--- src/hdl/asa_pkg.sv ---
// Package with field widths, register indexes and item types for the shelf allocator.
`default_nettype none

package asa_pkg;

    // Widths of the item fields and configuration registers.
    localparam int SIDE_W  = 15;
    localparam int PAD_W   = 8;
    localparam int TOTAL_W = 29;
    localparam int AREA_W  = 2 * SIDE_W;

    // Packed stream widths, rounded up to whole bytes.
    localparam int S_TDATA_W = 32;
    localparam int M_TDATA_W = 96;
    localparam int CFG_IDX_W = 2;

    // Configuration register indexes.
    localparam logic [CFG_IDX_W-1:0] CFG_ATLAS_WIDTH  = 2'd0;
    localparam logic [CFG_IDX_W-1:0] CFG_ATLAS_HEIGHT = 2'd1;
    localparam logic [CFG_IDX_W-1:0] CFG_PAD_TEXELS   = 2'd2;

    // Operation codes carried in the input tuser.
    localparam logic OP_ALLOC = 1'b0;
    localparam logic OP_CLEAR = 1'b1;

    // Register values after reset.
    localparam logic [SIDE_W-1:0] RST_ATLAS_WIDTH  = 15'd4096;
    localparam logic [SIDE_W-1:0] RST_ATLAS_HEIGHT = 15'd4096;
    localparam logic [PAD_W-1:0]  RST_PAD_TEXELS   = 8'd1;

    // Bit offsets of the result fields in the output tdata.
    localparam int RX_LSB = 0;
    localparam int RY_LSB = RX_LSB + SIDE_W;
    localparam int RW_LSB = RY_LSB + SIDE_W;
    localparam int RH_LSB = RW_LSB + SIDE_W;
    localparam int UT_LSB = RH_LSB + SIDE_W;

    // One request item.
    typedef struct packed {
        logic              operation;
        logic [SIDE_W-1:0] content_width;
        logic [SIDE_W-1:0] content_height;
    } t_req;

    // One result item.
    typedef struct packed {
        logic               granted;
        logic [SIDE_W-1:0]  rect_x;
        logic [SIDE_W-1:0]  rect_y;
        logic [SIDE_W-1:0]  rect_width;
        logic [SIDE_W-1:0]  rect_height;
        logic [TOTAL_W-1:0] used_total;
    } t_rsp;

endpackage

`default_nettype wire

--- src/hdl/atlas_shelf_allocator_core.sv ---
// Shelf packing allocator that places padded rectangles in a 2D texture atlas.
//
// Each accepted item (allocate or clear) yields exactly one result item. The block
// takes one item per clock cycle in a steady stream while results are taken: an
// item is held in the input register, and the placement logic then writes the
// result register and the shelf cursors in the same cycle. The rate is set by the
// cursor update loop (wrap, vertical check, cursor and used-area update with one
// 15x15 multiply), which is combinational between the cursor registers.
// Configuration writes are always taken and must only occur while
// no item is in flight. Atlas side register values of zero act as one; values above
// MAX_SIDE act as MAX_SIDE.
`default_nettype none

module atlas_shelf_allocator_core #(
    parameter int MAX_SIDE = 16384
) (
    input  wire                                  i_clk,
    input  wire                                  i_rst_n,
    // Request stream.
    input  wire                                  s_axis_tvalid,
    output logic                                 s_axis_tready,
    // tdata: content_width [14:0], content_height [29:15], zeros above.
    input  wire  [asa_pkg::S_TDATA_W-1:0]        s_axis_tdata,
    // tuser: operation [0].
    input  wire  [0:0]                           s_axis_tuser,
    // Result stream.
    output logic                                 m_axis_tvalid,
    input  wire                                  m_axis_tready,
    // tdata: rect_x [14:0], rect_y [29:15], rect_width [44:30],
    // rect_height [59:45], used_total [88:60], zeros above.
    output logic [asa_pkg::M_TDATA_W-1:0]        m_axis_tdata,
    // tuser: granted [0].
    output logic [0:0]                           m_axis_tuser,
    // Configuration write channel.
    input  wire                                  i_cfg_valid,
    output logic                                 o_cfg_ready,
    input  wire  [asa_pkg::CFG_IDX_W-1:0]        i_cfg_index,
    input  wire  [asa_pkg::SIDE_W-1:0]           i_cfg_data
);

    localparam int SW = asa_pkg::SIDE_W;
    localparam int TW = asa_pkg::TOTAL_W;
    localparam int AW = asa_pkg::AREA_W;
    localparam logic [31:0]   MAX_SIDE_W     = 32'(MAX_SIDE);
    localparam logic [SW-1:0] MAX_SIDE_CLAMP = SW'(MAX_SIDE);
    localparam logic [SW-1:0] SIDE_ONES      = '1;
    localparam logic [TW-1:0] TOTAL_ONES     = '1;

    // Configuration registers.
    logic [SW-1:0]            r_atlas_width;
    logic [SW-1:0]            r_atlas_height;
    logic [asa_pkg::PAD_W-1:0] r_pad;

    // Input register.
    logic          r_in_valid;
    asa_pkg::t_req r_in;

    // Shelf state.
    logic [SW-1:0] r_col, n_col;
    logic [SW-1:0] r_row, n_row;
    logic [SW-1:0] r_shelf, n_shelf;
    logic [TW-1:0] r_used, n_used;

    // Result register.
    logic          r_out_valid;
    asa_pkg::t_rsp r_out, n_out;

    logic out_free;
    logic fire;

    // Handshakes: the result register frees up when empty or being taken.
    assign out_free      = !r_out_valid || m_axis_tready;
    assign fire          = r_in_valid && out_free;
    assign s_axis_tready = !r_in_valid || fire;
    assign o_cfg_ready   = 1'b1;

    // Configuration writes; indexes beyond the list are ignored.
    always_ff @(posedge i_clk) begin
        if (!i_rst_n) begin
            r_atlas_width  <= asa_pkg::RST_ATLAS_WIDTH;
            r_atlas_height <= asa_pkg::RST_ATLAS_HEIGHT;
            r_pad          <= asa_pkg::RST_PAD_TEXELS;
        end else if (i_cfg_valid) begin
            unique case (i_cfg_index)
                asa_pkg::CFG_ATLAS_WIDTH:  r_atlas_width  <= i_cfg_data;
                asa_pkg::CFG_ATLAS_HEIGHT: r_atlas_height <= i_cfg_data;
                asa_pkg::CFG_PAD_TEXELS:   r_pad          <= i_cfg_data[asa_pkg::PAD_W-1:0];
                default: ;
            endcase
        end
    end

    // Input register.
    always_ff @(posedge i_clk) begin
        if (!i_rst_n) begin
            r_in_valid <= 1'b0;
        end else if (s_axis_tready) begin
            r_in_valid <= s_axis_tvalid;
        end
    end

    always_ff @(posedge i_clk) begin
        if (s_axis_tvalid && s_axis_tready) begin
            r_in.operation      <= s_axis_tuser[0];
            r_in.content_width  <= s_axis_tdata[SW-1:0];
            r_in.content_height <= s_axis_tdata[2*SW-1:SW];
        end
    end

    // Placement logic: padding, size checks, shelf wrap, vertical check, update.
    always_comb begin
        logic [SW-1:0] w_eff;
        logic [SW-1:0] h_eff;
        logic [SW:0]   pad2;
        logic [SW:0]   pw;
        logic [SW:0]   ph;
        logic [SW+1:0] col_end;
        logic [SW:0]   next_row;
        logic [SW-1:0] col_a;
        logic [SW-1:0] row_a;
        logic [SW-1:0] shelf_a;
        logic [SW+1:0] row_end;
        logic [AW-1:0] area;
        logic [TW+1:0] total;
        logic          fits;
        logic          ok;

        // Effective atlas sides.
        w_eff = r_atlas_width;
        if (r_atlas_width == '0) begin
            w_eff = SW'(1);
        end else if ({17'd0, r_atlas_width} > MAX_SIDE_W) begin
            w_eff = MAX_SIDE_CLAMP;
        end
        h_eff = r_atlas_height;
        if (r_atlas_height == '0) begin
            h_eff = SW'(1);
        end else if ({17'd0, r_atlas_height} > MAX_SIDE_W) begin
            h_eff = MAX_SIDE_CLAMP;
        end

        // Padded size and the fit against the whole atlas.
        pad2 = {(SW - asa_pkg::PAD_W)'(0), r_pad, 1'b0};
        pw   = {1'b0, r_in.content_width} + pad2;
        ph   = {1'b0, r_in.content_height} + pad2;
        fits = (r_in.content_width != '0) && (r_in.content_height != '0)
            && (pw <= {1'b0, w_eff}) && (ph <= {1'b0, h_eff});

        // Wrap to a new shelf when the row overflows; kept even on refusal.
        col_end  = {2'b00, r_col} + {1'b0, pw};
        next_row = {1'b0, r_row} + {1'b0, r_shelf};
        col_a    = r_col;
        row_a    = r_row;
        shelf_a  = r_shelf;
        if (fits && (col_end > {2'b00, w_eff})) begin
            col_a   = '0;
            row_a   = next_row[SW] ? SIDE_ONES : next_row[SW-1:0];
            shelf_a = '0;
        end

        // Vertical room check and area accumulation.
        row_end = {2'b00, row_a} + {1'b0, ph};
        ok      = fits && (row_end <= {2'b00, h_eff});
        area    = AW'(pw[SW-1:0]) * AW'(ph[SW-1:0]);
        total   = {2'b00, r_used} + {1'b0, area};

        n_col   = col_a;
        n_row   = row_a;
        n_shelf = shelf_a;
        n_used  = r_used;
        n_out   = '0;
        if (r_in.operation == asa_pkg::OP_CLEAR) begin
            n_col   = '0;
            n_row   = '0;
            n_shelf = '0;
            n_used  = '0;
        end else if (ok) begin
            n_out.granted     = 1'b1;
            n_out.rect_x      = col_a + SW'(r_pad);
            n_out.rect_y      = row_a + SW'(r_pad);
            n_out.rect_width  = r_in.content_width;
            n_out.rect_height = r_in.content_height;
            n_col             = col_a + pw[SW-1:0];
            if (ph > {1'b0, shelf_a}) begin
                n_shelf = ph[SW-1:0];
            end
            n_used = (total[TW+1:TW] != 2'b00) ? TOTAL_ONES : total[TW-1:0];
        end
        n_out.used_total = n_used;
    end

    // Shelf state and result valid.
    always_ff @(posedge i_clk) begin
        if (!i_rst_n) begin
            r_col       <= '0;
            r_row       <= '0;
            r_shelf     <= '0;
            r_used      <= '0;
            r_out_valid <= 1'b0;
        end else begin
            if (fire) begin
                r_col   <= n_col;
                r_row   <= n_row;
                r_shelf <= n_shelf;
                r_used  <= n_used;
            end
            if (out_free) begin
                r_out_valid <= r_in_valid;
            end
        end
    end

    // Result payload register.
    always_ff @(posedge i_clk) begin
        if (fire) begin
            r_out <= n_out;
        end
    end

    // Pack the result item onto the output stream.
    assign m_axis_tvalid = r_out_valid;
    assign m_axis_tuser  = r_out.granted;
    assign m_axis_tdata  = {7'd0, r_out.used_total, r_out.rect_height, r_out.rect_width,
                            r_out.rect_y, r_out.rect_x};

endmodule

`default_nettype wire

--- config.mk ---
export PLATFORM = sky130hd
export DESIGN_NAME = atlas_shelf_allocator_core
export DESIGN_NICKNAME = d
export VERILOG_FILES = /design/src/hdl/asa_pkg.sv /design/src/hdl/atlas_shelf_allocator_core.sv
export SDC_FILE = /design/constraint.sdc
export NUM_CORES = 1
export LEC_CHECK = 0
export BUFFER_PORTS_ARGS = -buffer_cell sky130_fd_sc_hd__buf_4
export CAP_MARGIN = 20
export CORE_UTILIZATION = 68
export CTS_CLUSTER_DIAMETER = 30
export DETAILED_ROUTE_END_ITERATION = 16
export PLACE_DENSITY = 0.88
export SKIP_LAST_GASP = 1
export SLEW_MARGIN = 5
export SYNTH_ARGS = -nofsm -noshare
export SYNTH_HDL_FRONTEND = slang
export SYNTH_SLANG_ARGS = --single-unit
--- constraint.sdc ---
create_clock -name i_clk -period 22.5 [get_ports i_clk]
set_input_delay 3.375 -clock i_clk [delete_from_list [all_inputs] [get_ports i_clk]]
set_output_delay 3.375 -clock i_clk [all_outputs]
set_load 0.05 [all_outputs]
# ---- Yosys cells after proc, flatten, opt, wreduce, memory -nomap -nowiden
# Index checks and enable logic that the tools add are counted.
dict set report word_totals {
  romBits 0
  register_bits 235
  output_inout_bits 100
  mem_count 0
  latchBits 0
  word_cells 77
  ram_bits 0
}
dict set report classes {
  eq_ne 2
  n_mux 18
  div_mod_pow 0
  shift 0
  bitwise 1
  n_mul 1
  n_reduce_logical 21
  addsub 9
  magnitude_cmp 7
}
# cell count
set op_table {}
lappend op_table {{2-to-1 mux 15 bit} 14}
lappend op_table {{2-to-1 mux 29 bit} 3}
lappend op_table {{2-to-1 mux 61 bit} 1}
lappend op_table {{adder 15 x 16 -> 17 bit} 2}
lappend op_table {{adder 15 x 9 -> 16 bit} 2}
lappend op_table {{<= comparator 16 x 15 -> 1 bit} 2}
lappend op_table {{adder 29 x 30 -> 31 bit} 1}
lappend op_table {{adder 15 x 8 -> 15 bit} 2}
lappend op_table {{greater-than comparator 15 bit (second input constant)} 2}
lappend op_table {{logical NOT 15 bit} 2}
lappend op_table {{multiplier 15 x 15 -> 30 bit} 1}
lappend op_table {{nonzero test 15 bit} 2}
lappend op_table {{greater-than comparator 17 x 15 -> 1 bit} 1}
lappend op_table {{<= comparator 17 x 15 -> 1 bit} 1}
lappend op_table {{adder 15 x 15 -> 16 bit} 1}
lappend op_table {{greater-than comparator 16 x 15 -> 1 bit} 1}
lappend op_table {{adder 15 bit} 1}
lappend op_table {{logical AND 1 bit} 7}
lappend op_table {{AND reduction 2 bit} 3}
lappend op_table {{== test 2 x 1 -> 1 bit (second input constant)} 1}
lappend op_table {{== test 2 bit (second input constant)} 1}
lappend op_table {{logical NOT 1 bit} 2}
lappend op_table {{logical NOT 2 bit} 1}
lappend op_table {{logical OR 1 bit} 2}
lappend op_table {{other kinds (3)} 3}

# ---- Depth between registers and ports, before layout
dict set report depth {
  word_depth 13
  depth_mapped 50
  mapped_depth_nobuf 47
}

# ---- Least setup slack after synthesis
# No wires, ideal clock.
dict set report synth_timing {
  path_kind {register to register}
  startpoint {register r_pad[1] in the netlist's numbering}
  endpoint {register r_out, in the netlist m_axis_tdata[60] (data pin)}
  path_slack_ns 12.596
  path_stages_with_launch 46
  t_arrival_ns 9.646
  cell_sequence {dfxtp_1 > inv_1 > fa_1 > nor2b_1 > o31ai_1 > a21oi_1 > o211ai_1 > xnor2_1 > clkbuf_1 > ha_1 > and2_1 > a221o_1 > nor2_1 > nor2b_1 > o21a_1 > nor2_1 > xnor2_1 > ha_1 > [10 not listed] > a21boi_0 > o21ai_0 > a21boi_0 > o2111ai_1 > nand3_1 > a31o_2 > a21oi_1 > xnor2_1 > ha_1 > a211o_1 > a221oi_1 > a31o_2 > nand4b_1 > nor4_1 > nand4_1 > clkbuf_1 > buf_2 > o221a_2}
}
# element line_no
set synth_lines {}
lappend synth_lines {{start, declared} atlas_shelf_allocator_core.sv:52} ;# logic [asa_pkg::PAD_W-1:0] r_pad;
lappend synth_lines {{start signal, assigned} atlas_shelf_allocator_core.sv:82} ;# r_pad <= asa_pkg::RST_PAD_TEXELS;
lappend synth_lines {{start signal, assigned} atlas_shelf_allocator_core.sv:87} ;# asa_pkg::CFG_PAD_TEXELS: r_pad <= i_cfg_data[asa_pkg::PAD_W-1:0];
lappend synth_lines {{end signal, assigned} atlas_shelf_allocator_core.sv:216} ;# r_out <= n_out;
lappend synth_lines {{end, declared} atlas_shelf_allocator_core.sv:66} ;# asa_pkg::t_rsp r_out, n_out;

# ---- Final worst setup path
dict set report layout_timing {
  startpoint {register r_pad[1] in the netlist's numbering}
  endpoint {register r_out, in the netlist m_axis_tdata[11] (data pin)}
}
dict set report layout_between {
  elab_chain_cells 11
  elab_cells_between_ends 17
}
# element
set layout_rtl {}
lappend layout_rtl {{parallel branches: the longest is 11 deep, another holds adder 15 x 16 -> 17 bit}}
# Several ways; the timed one is not identified.
# A chain may end at the register's enable or synchronous reset.

==> flow_summary.html <==
<table>
<tr><th>Metric</th><th>Value</th></tr>
<tr><th colspan="2">Final layout</th></tr>
<tr><td>Share of post-route cells with drive strength above 1</td><td>0.1205</td></tr>
<tr><td>Highest-count cells in the layout ignoring fill and taps</td><td>sky130_fd_sc_hd__nand2_1, sky130_fd_sc_hd__inv_1, sky130_fd_sc_hd__ha_1, sky130_fd_sc_hd__fa_1, sky130_fd_sc_hd__buf_4</td></tr>
<tr><td>Final nets</td><td>3269</td></tr>
<tr><td>Fin cells</td><td>3236</td></tr>
<tr><td>Layout fillers</td><td>between 2000 and 2500</td></tr>
<tr><td>Final Util</td><td>0.7971</td></tr>
<tr><td>Signed area change from the synthesized netlist to the final layout</td><td>14.59%</td></tr>
<tr><td>Antenna cell count</td><td>0</td></tr>
<tr><td>Most common cell after layout, fill and taps aside</td><td>sky130_fd_sc_hd__nand2_1</td></tr>
<tr><th colspan="2">Placement</th></tr>
<tr><td>Count of input and output buffers</td><td>144</td></tr>
<tr><td>GP Congestion</td><td>0.9910</td></tr>
<tr><td>Cell total after placement</td><td>3138</td></tr>
<tr><td>Total half-perimeter wirelength after legalization and detailed placement</td><td>50260 um</td></tr>
<tr><th colspan="2">Synth</th></tr>
<tr><td>Post-synthesis cell count</td><td>2593</td></tr>
<tr><td>Post-synthesis cell type with the largest combined area</td><td>sky130_fd_sc_hd__fa_1</td></tr>
<tr><td>Post-synthesis async set-or-reset flop share</td><td>0</td></tr>
<tr><td>Synth cell types</td><td>73</td></tr>
<tr><td>Register bit total from synthesis</td><td>235</td></tr>
<tr><td>Ys flop type</td><td>sky130_fd_sc_hd__edfxtp_1</td></tr>
<tr><td>Portion of the post-synthesis area used by sequential elements</td><td>0.2517</td></tr>
<tr><td>Yosys warnings</td><td>0</td></tr>
<tr><td>Syn Area/Cell</td><td>around 9.1 sq um</td></tr>
<tr><td>Top-area cell type share of the netlist area</td><td>0.1738</td></tr>
<tr><td>Area contributors post-synth</td><td>sky130_fd_sc_hd__fa_1, sky130_fd_sc_hd__edfxtp_1, sky130_fd_sc_hd__ha_1</td></tr>
<tr><td>EDFF count, synth</td><td>121</td></tr>
<tr><td>Netlist Area Pre-Place</td><td>23500 sq um</td></tr>
<tr><th colspan="2">Worst setup path</th></tr>
<tr><td>Reg2reg start</td><td>r_pad[1]</td></tr>
<tr><td>Crit path max fanout</td><td>58</td></tr>
<tr><td>Register-to-register setup slack</td><td>about 9 ns</td></tr>
<tr><td>Critical setup path kind</td><td>flip-flop to flip-flop</td></tr>
<tr><td>Critical Path Source Type</td><td>flip-flop</td></tr>
<tr><td>Data arrival time of the worst path</td><td>13.87 ns</td></tr>
<tr><td>Library cell contributing the largest single delay on the critical path</td><td>sky130_fd_sc_hd__dfxtp_1</td></tr>
<tr><td>Crit path largest cell delay</td><td>0.80 ns</td></tr>
<tr><td>Required time reported for the critical path endpoint</td><td>22.89 ns</td></tr>
<tr><td>Critical Path End Type</td><td>flip-flop</td></tr>
<tr><td>Worst setup path startpoint</td><td>r_pad[1]</td></tr>
<tr><th colspan="2">Clock tree</th></tr>
<tr><td>Clk Tree Root Cell</td><td>sky130_fd_sc_hd__clkbuf_16</td></tr>
<tr><td>Clock buffers created by TritonCTS</td><td>about 50</td></tr>
<tr><td>Clock transition at the registers of the reported paths</td><td>0.05 ns</td></tr>
<tr><td>Post-cts gate resize count</td><td>0</td></tr>
<tr><td>CTS tree</td><td>yes</td></tr>
<tr><td>Source-to-sink clock delay at the later pin of the worst-skew pair</td><td>0.60 ns</td></tr>
<tr><td>CTS sink count</td><td>235</td></tr>
<tr><td>Number of buffers added for setup after CTS</td><td>0</td></tr>
<tr><td>Bufs on Longest Clock Path</td><td>3</td></tr>
<tr><td>Number of H-tree levels</td><td>2</td></tr>
<tr><td># hold bufs at CTS</td><td>0</td></tr>
<tr><th colspan="2">STA</th></tr>
<tr><td>Max-slew headroom at the worst pin</td><td>0.2658</td></tr>
<tr><td>Final hold vios</td><td>0</td></tr>
<tr><td>Max Clk Rate</td><td>about 74 MHz</td></tr>
<tr><td>Setup Total Neg Slack</td><td>0 ns</td></tr>
<tr><td>Transition time at the pin with the least slew margin</td><td>1.098 ns</td></tr>
<tr><td>Final Max Slew Viols</td><td>0</td></tr>
<tr><td>Fin Clk Skew</td><td>about 0.017 ns</td></tr>
<tr><td>Minimum clock period after layout</td><td>13.48 ns</td></tr>
<tr><td>Crit share post-route</td><td>0.5990</td></tr>
<tr><td>Minimum hold slack</td><td>0.4725 ns</td></tr>
<tr><td>Unrepaired setup endpoints after global routing</td><td>false</td></tr>
<tr><td>Setup violation total in the final timing report</td><td>0</td></tr>
<tr><th colspan="2">Power</th></tr>
<tr><td>Leakage component of the power</td><td>12.58 nW</td></tr>
<tr><td>Net load switching power</td><td>about 2.3 mW</td></tr>
<tr><td>Part of the total power dissipated in sequential elements</td><td>0.109</td></tr>
<tr><td>Logic gate share of total power</td><td>0.715</td></tr>
<tr><td>Internal power consumption</td><td>around 2.2 mW</td></tr>
<tr><td>Power consumption</td><td>4.418 mW</td></tr>
<tr><td>Max IR drop VDD</td><td>between 0.3 and 0.4 mV</td></tr>
<tr><td>Relative contribution of the clock network to total power</td><td>0.176</td></tr>
<tr><td>Power density relative to cell area</td><td>164.1 nW/um^2</td></tr>
<tr><td>Switching Share</td><td>0.5118</td></tr>
<tr><th colspan="2">Die</th></tr>
<tr><td>IO Count</td><td>roughly 160</td></tr>
<tr><td>Initial cell density of the core</td><td>0.6956</td></tr>
<tr><td>Die Outline Area</td><td>35310 sq um</td></tr>
<tr><td>Number of rows created at floorplan</td><td>67</td></tr>
<tr><td>Die X-Extent</td><td>187.9 um</td></tr>
<tr><td>Placeable Area</td><td>around 34000 sq um</td></tr>
<tr><td>Y dimension of the die</td><td>~190 um</td></tr>
<tr><th colspan="2">Run</th></tr>
<tr><td>Max-cap viol count</td><td>0</td></tr>
<tr><th colspan="2">Drt</th></tr>
<tr><td>Detailed Route WL</td><td>~70000 um</td></tr>
<tr><td>Detailed-route DRC error count</td><td>0</td></tr>
<tr><td>Remaining antenna violation count after routing</td><td>0</td></tr>
<tr><td>Number of search-and-repair iterations in the first detailed-routing pass</td><td>6</td></tr>
<tr><td>Final routed wire length divided by cell count</td><td>21.70 um</td></tr>
<tr><td>Total number of vias</td><td>20840</td></tr>
<tr><td>Number of vias per cell after detailed routing</td><td>6.440</td></tr>
<tr><td>Detailed Route Iter0 Violations</td><td>2189</td></tr>
<tr><th colspan="2">Min path</th></tr>
<tr><td>Source of the worst hold timing path</td><td>r_atlas_width[11]</td></tr>
<tr><td>Path type of the worst min-delay path</td><td>flip-flop to flip-flop</td></tr>
<tr><th colspan="2">Global route</th></tr>
<tr><td>Via count of the first global-routing pass</td><td>21048</td></tr>
<tr><td>Antenna violations before repair</td><td>0</td></tr>
<tr><td>Global-route wire length before repair</td><td>110600 um</td></tr>
<tr><td>Overflow left after global routing</td><td>0</td></tr>
<tr><td>Maximum number of pins on one net before global-route repair</td><td>70</td></tr>
<tr><td>Global Route Usage Sum</td><td>0.4044</td></tr>
<tr><th colspan="2">Status</th></tr>
<tr><td>Status</td><td>finished clean</td></tr>
</table>
[power groups by stage]
stage / Sequential [mW] / Clock, mW / Combinational, mW
6_report: 0.481 / 0.776 / 3.16
5_1_grt: 0.482 / 0.797 / 3.50
4_1_cts: 0.480 / 0.778 / 3.09
3_5_place_dp: 0.489 / 0 / 2.96
3_3_place_gp: 0.488 / 0 / 2.82
2_1_floorplan: 0.513 / 0 / 2.32
[kinds of logic after synthesis]
| group | count (synthesis) | share of synthesized area |
|---|---|---|
| flops | 235 | 0.2517 |
| other cells | 2 | 0.0003196 |
| mux | 28 | 0.01240 |
| compound gates | 522 | 0.1470 |
| xor+xnor | 107 | 0.03988 |
| buf+inv | 403 | 0.06596 |
| simple gates | 827 | 0.1678 |
| fa+ha+maj | 469 | 0.3149 |
[worst paths after layout]
| check | end | depth (start not counted) |
|---|---|---|
| min reg2reg | r_atlas_width[11] | 2 |
| max reg2reg | m_axis_tdata[11] | 44 |
| max | m_axis_tdata[11] | 44 |
| min | r_atlas_width[11] | 2 |
[flip-flops by register name, indices dropped and copies added, names as in the netlist]
name            flops
r_in_valid          1
r_row              15
r_col              15
r_used             29
r_in               31
m_axis_tvalid       1
m_axis_tdata       89
r_shelf            15
r_pad               8
m_axis_tuser        1
r_atlas_width      15
r_atlas_height     15
[per-stage QoR]
| stage | setup slack [ns] | instance area (sq um) |
|---|---|---|
| 3_3_place_gp | 9.624 | 25110 |
| 3_5_place_dp | 9.332 | 25110 |
| 2_1_floorplan | 12.60 | 23520 |
| 6_report | 9.023 | 26930 |
| 4_1_cts | 9.171 | 26900 |
| 5_1_grt | 8.374 | 26930 |
[critical path: cells and delay by family (launching register included)]
family                   cells  cell delay, ns
adder cells (fa/ha/maj)      5            1.74
XOR/XNOR                     3            0.98
flip-flops                   1            0.80
buffers and inverters        5            2.17
AND/OR/NAND/NOR             11            2.51
AO/OA/AOI/OAI               19            4.53
multiplexers                 1            0.47
[per-layer routing]
metal,up-vias,global-route usage,share of wire
met3,292,0.1011,0.13
met1,9961,0.5173,0.37
li1,9184,-,-
met4,0,0.2036,0.053
met5,-,0,0
met2,1403,0.6389,0.45
[final cells by class]
type / instances / area (sq um) / share of cell area
flip-flops and latches: 235 / 5916 / 0.2197
repair buffers: 186 / 1408 / 0.05227
well taps: 448 / 560.5 / 0.02081
clock buffers: 55 / 1333 / 0.04948
clock inverters: 41 / 462.9 / 0.01719
inverters: 310 / 1166 / 0.04330
multi-input cells: 1961 / 16080 / 0.5973
[cells in the mapped netlist (all sizes together), types with 18 or more instances]
cell type / n
nor2: 156
o21a: 25
nor3: 29
ha: 265
a21o: 46
fa: 204
dfxtp: 114
o21ai: 101
nand4: 34
xor2: 41
nand2b: 25
inv: 309
edfxtp: 121
and2: 110
nor2b: 32
o221a: 19
clkbuf: 79
nor4: 18
a211oi: 41
mux2i: 19
nand3: 39
xnor2: 66
nand2: 332
a21oi: 147
No activity file was read; power rests on OpenSTA's default activity.
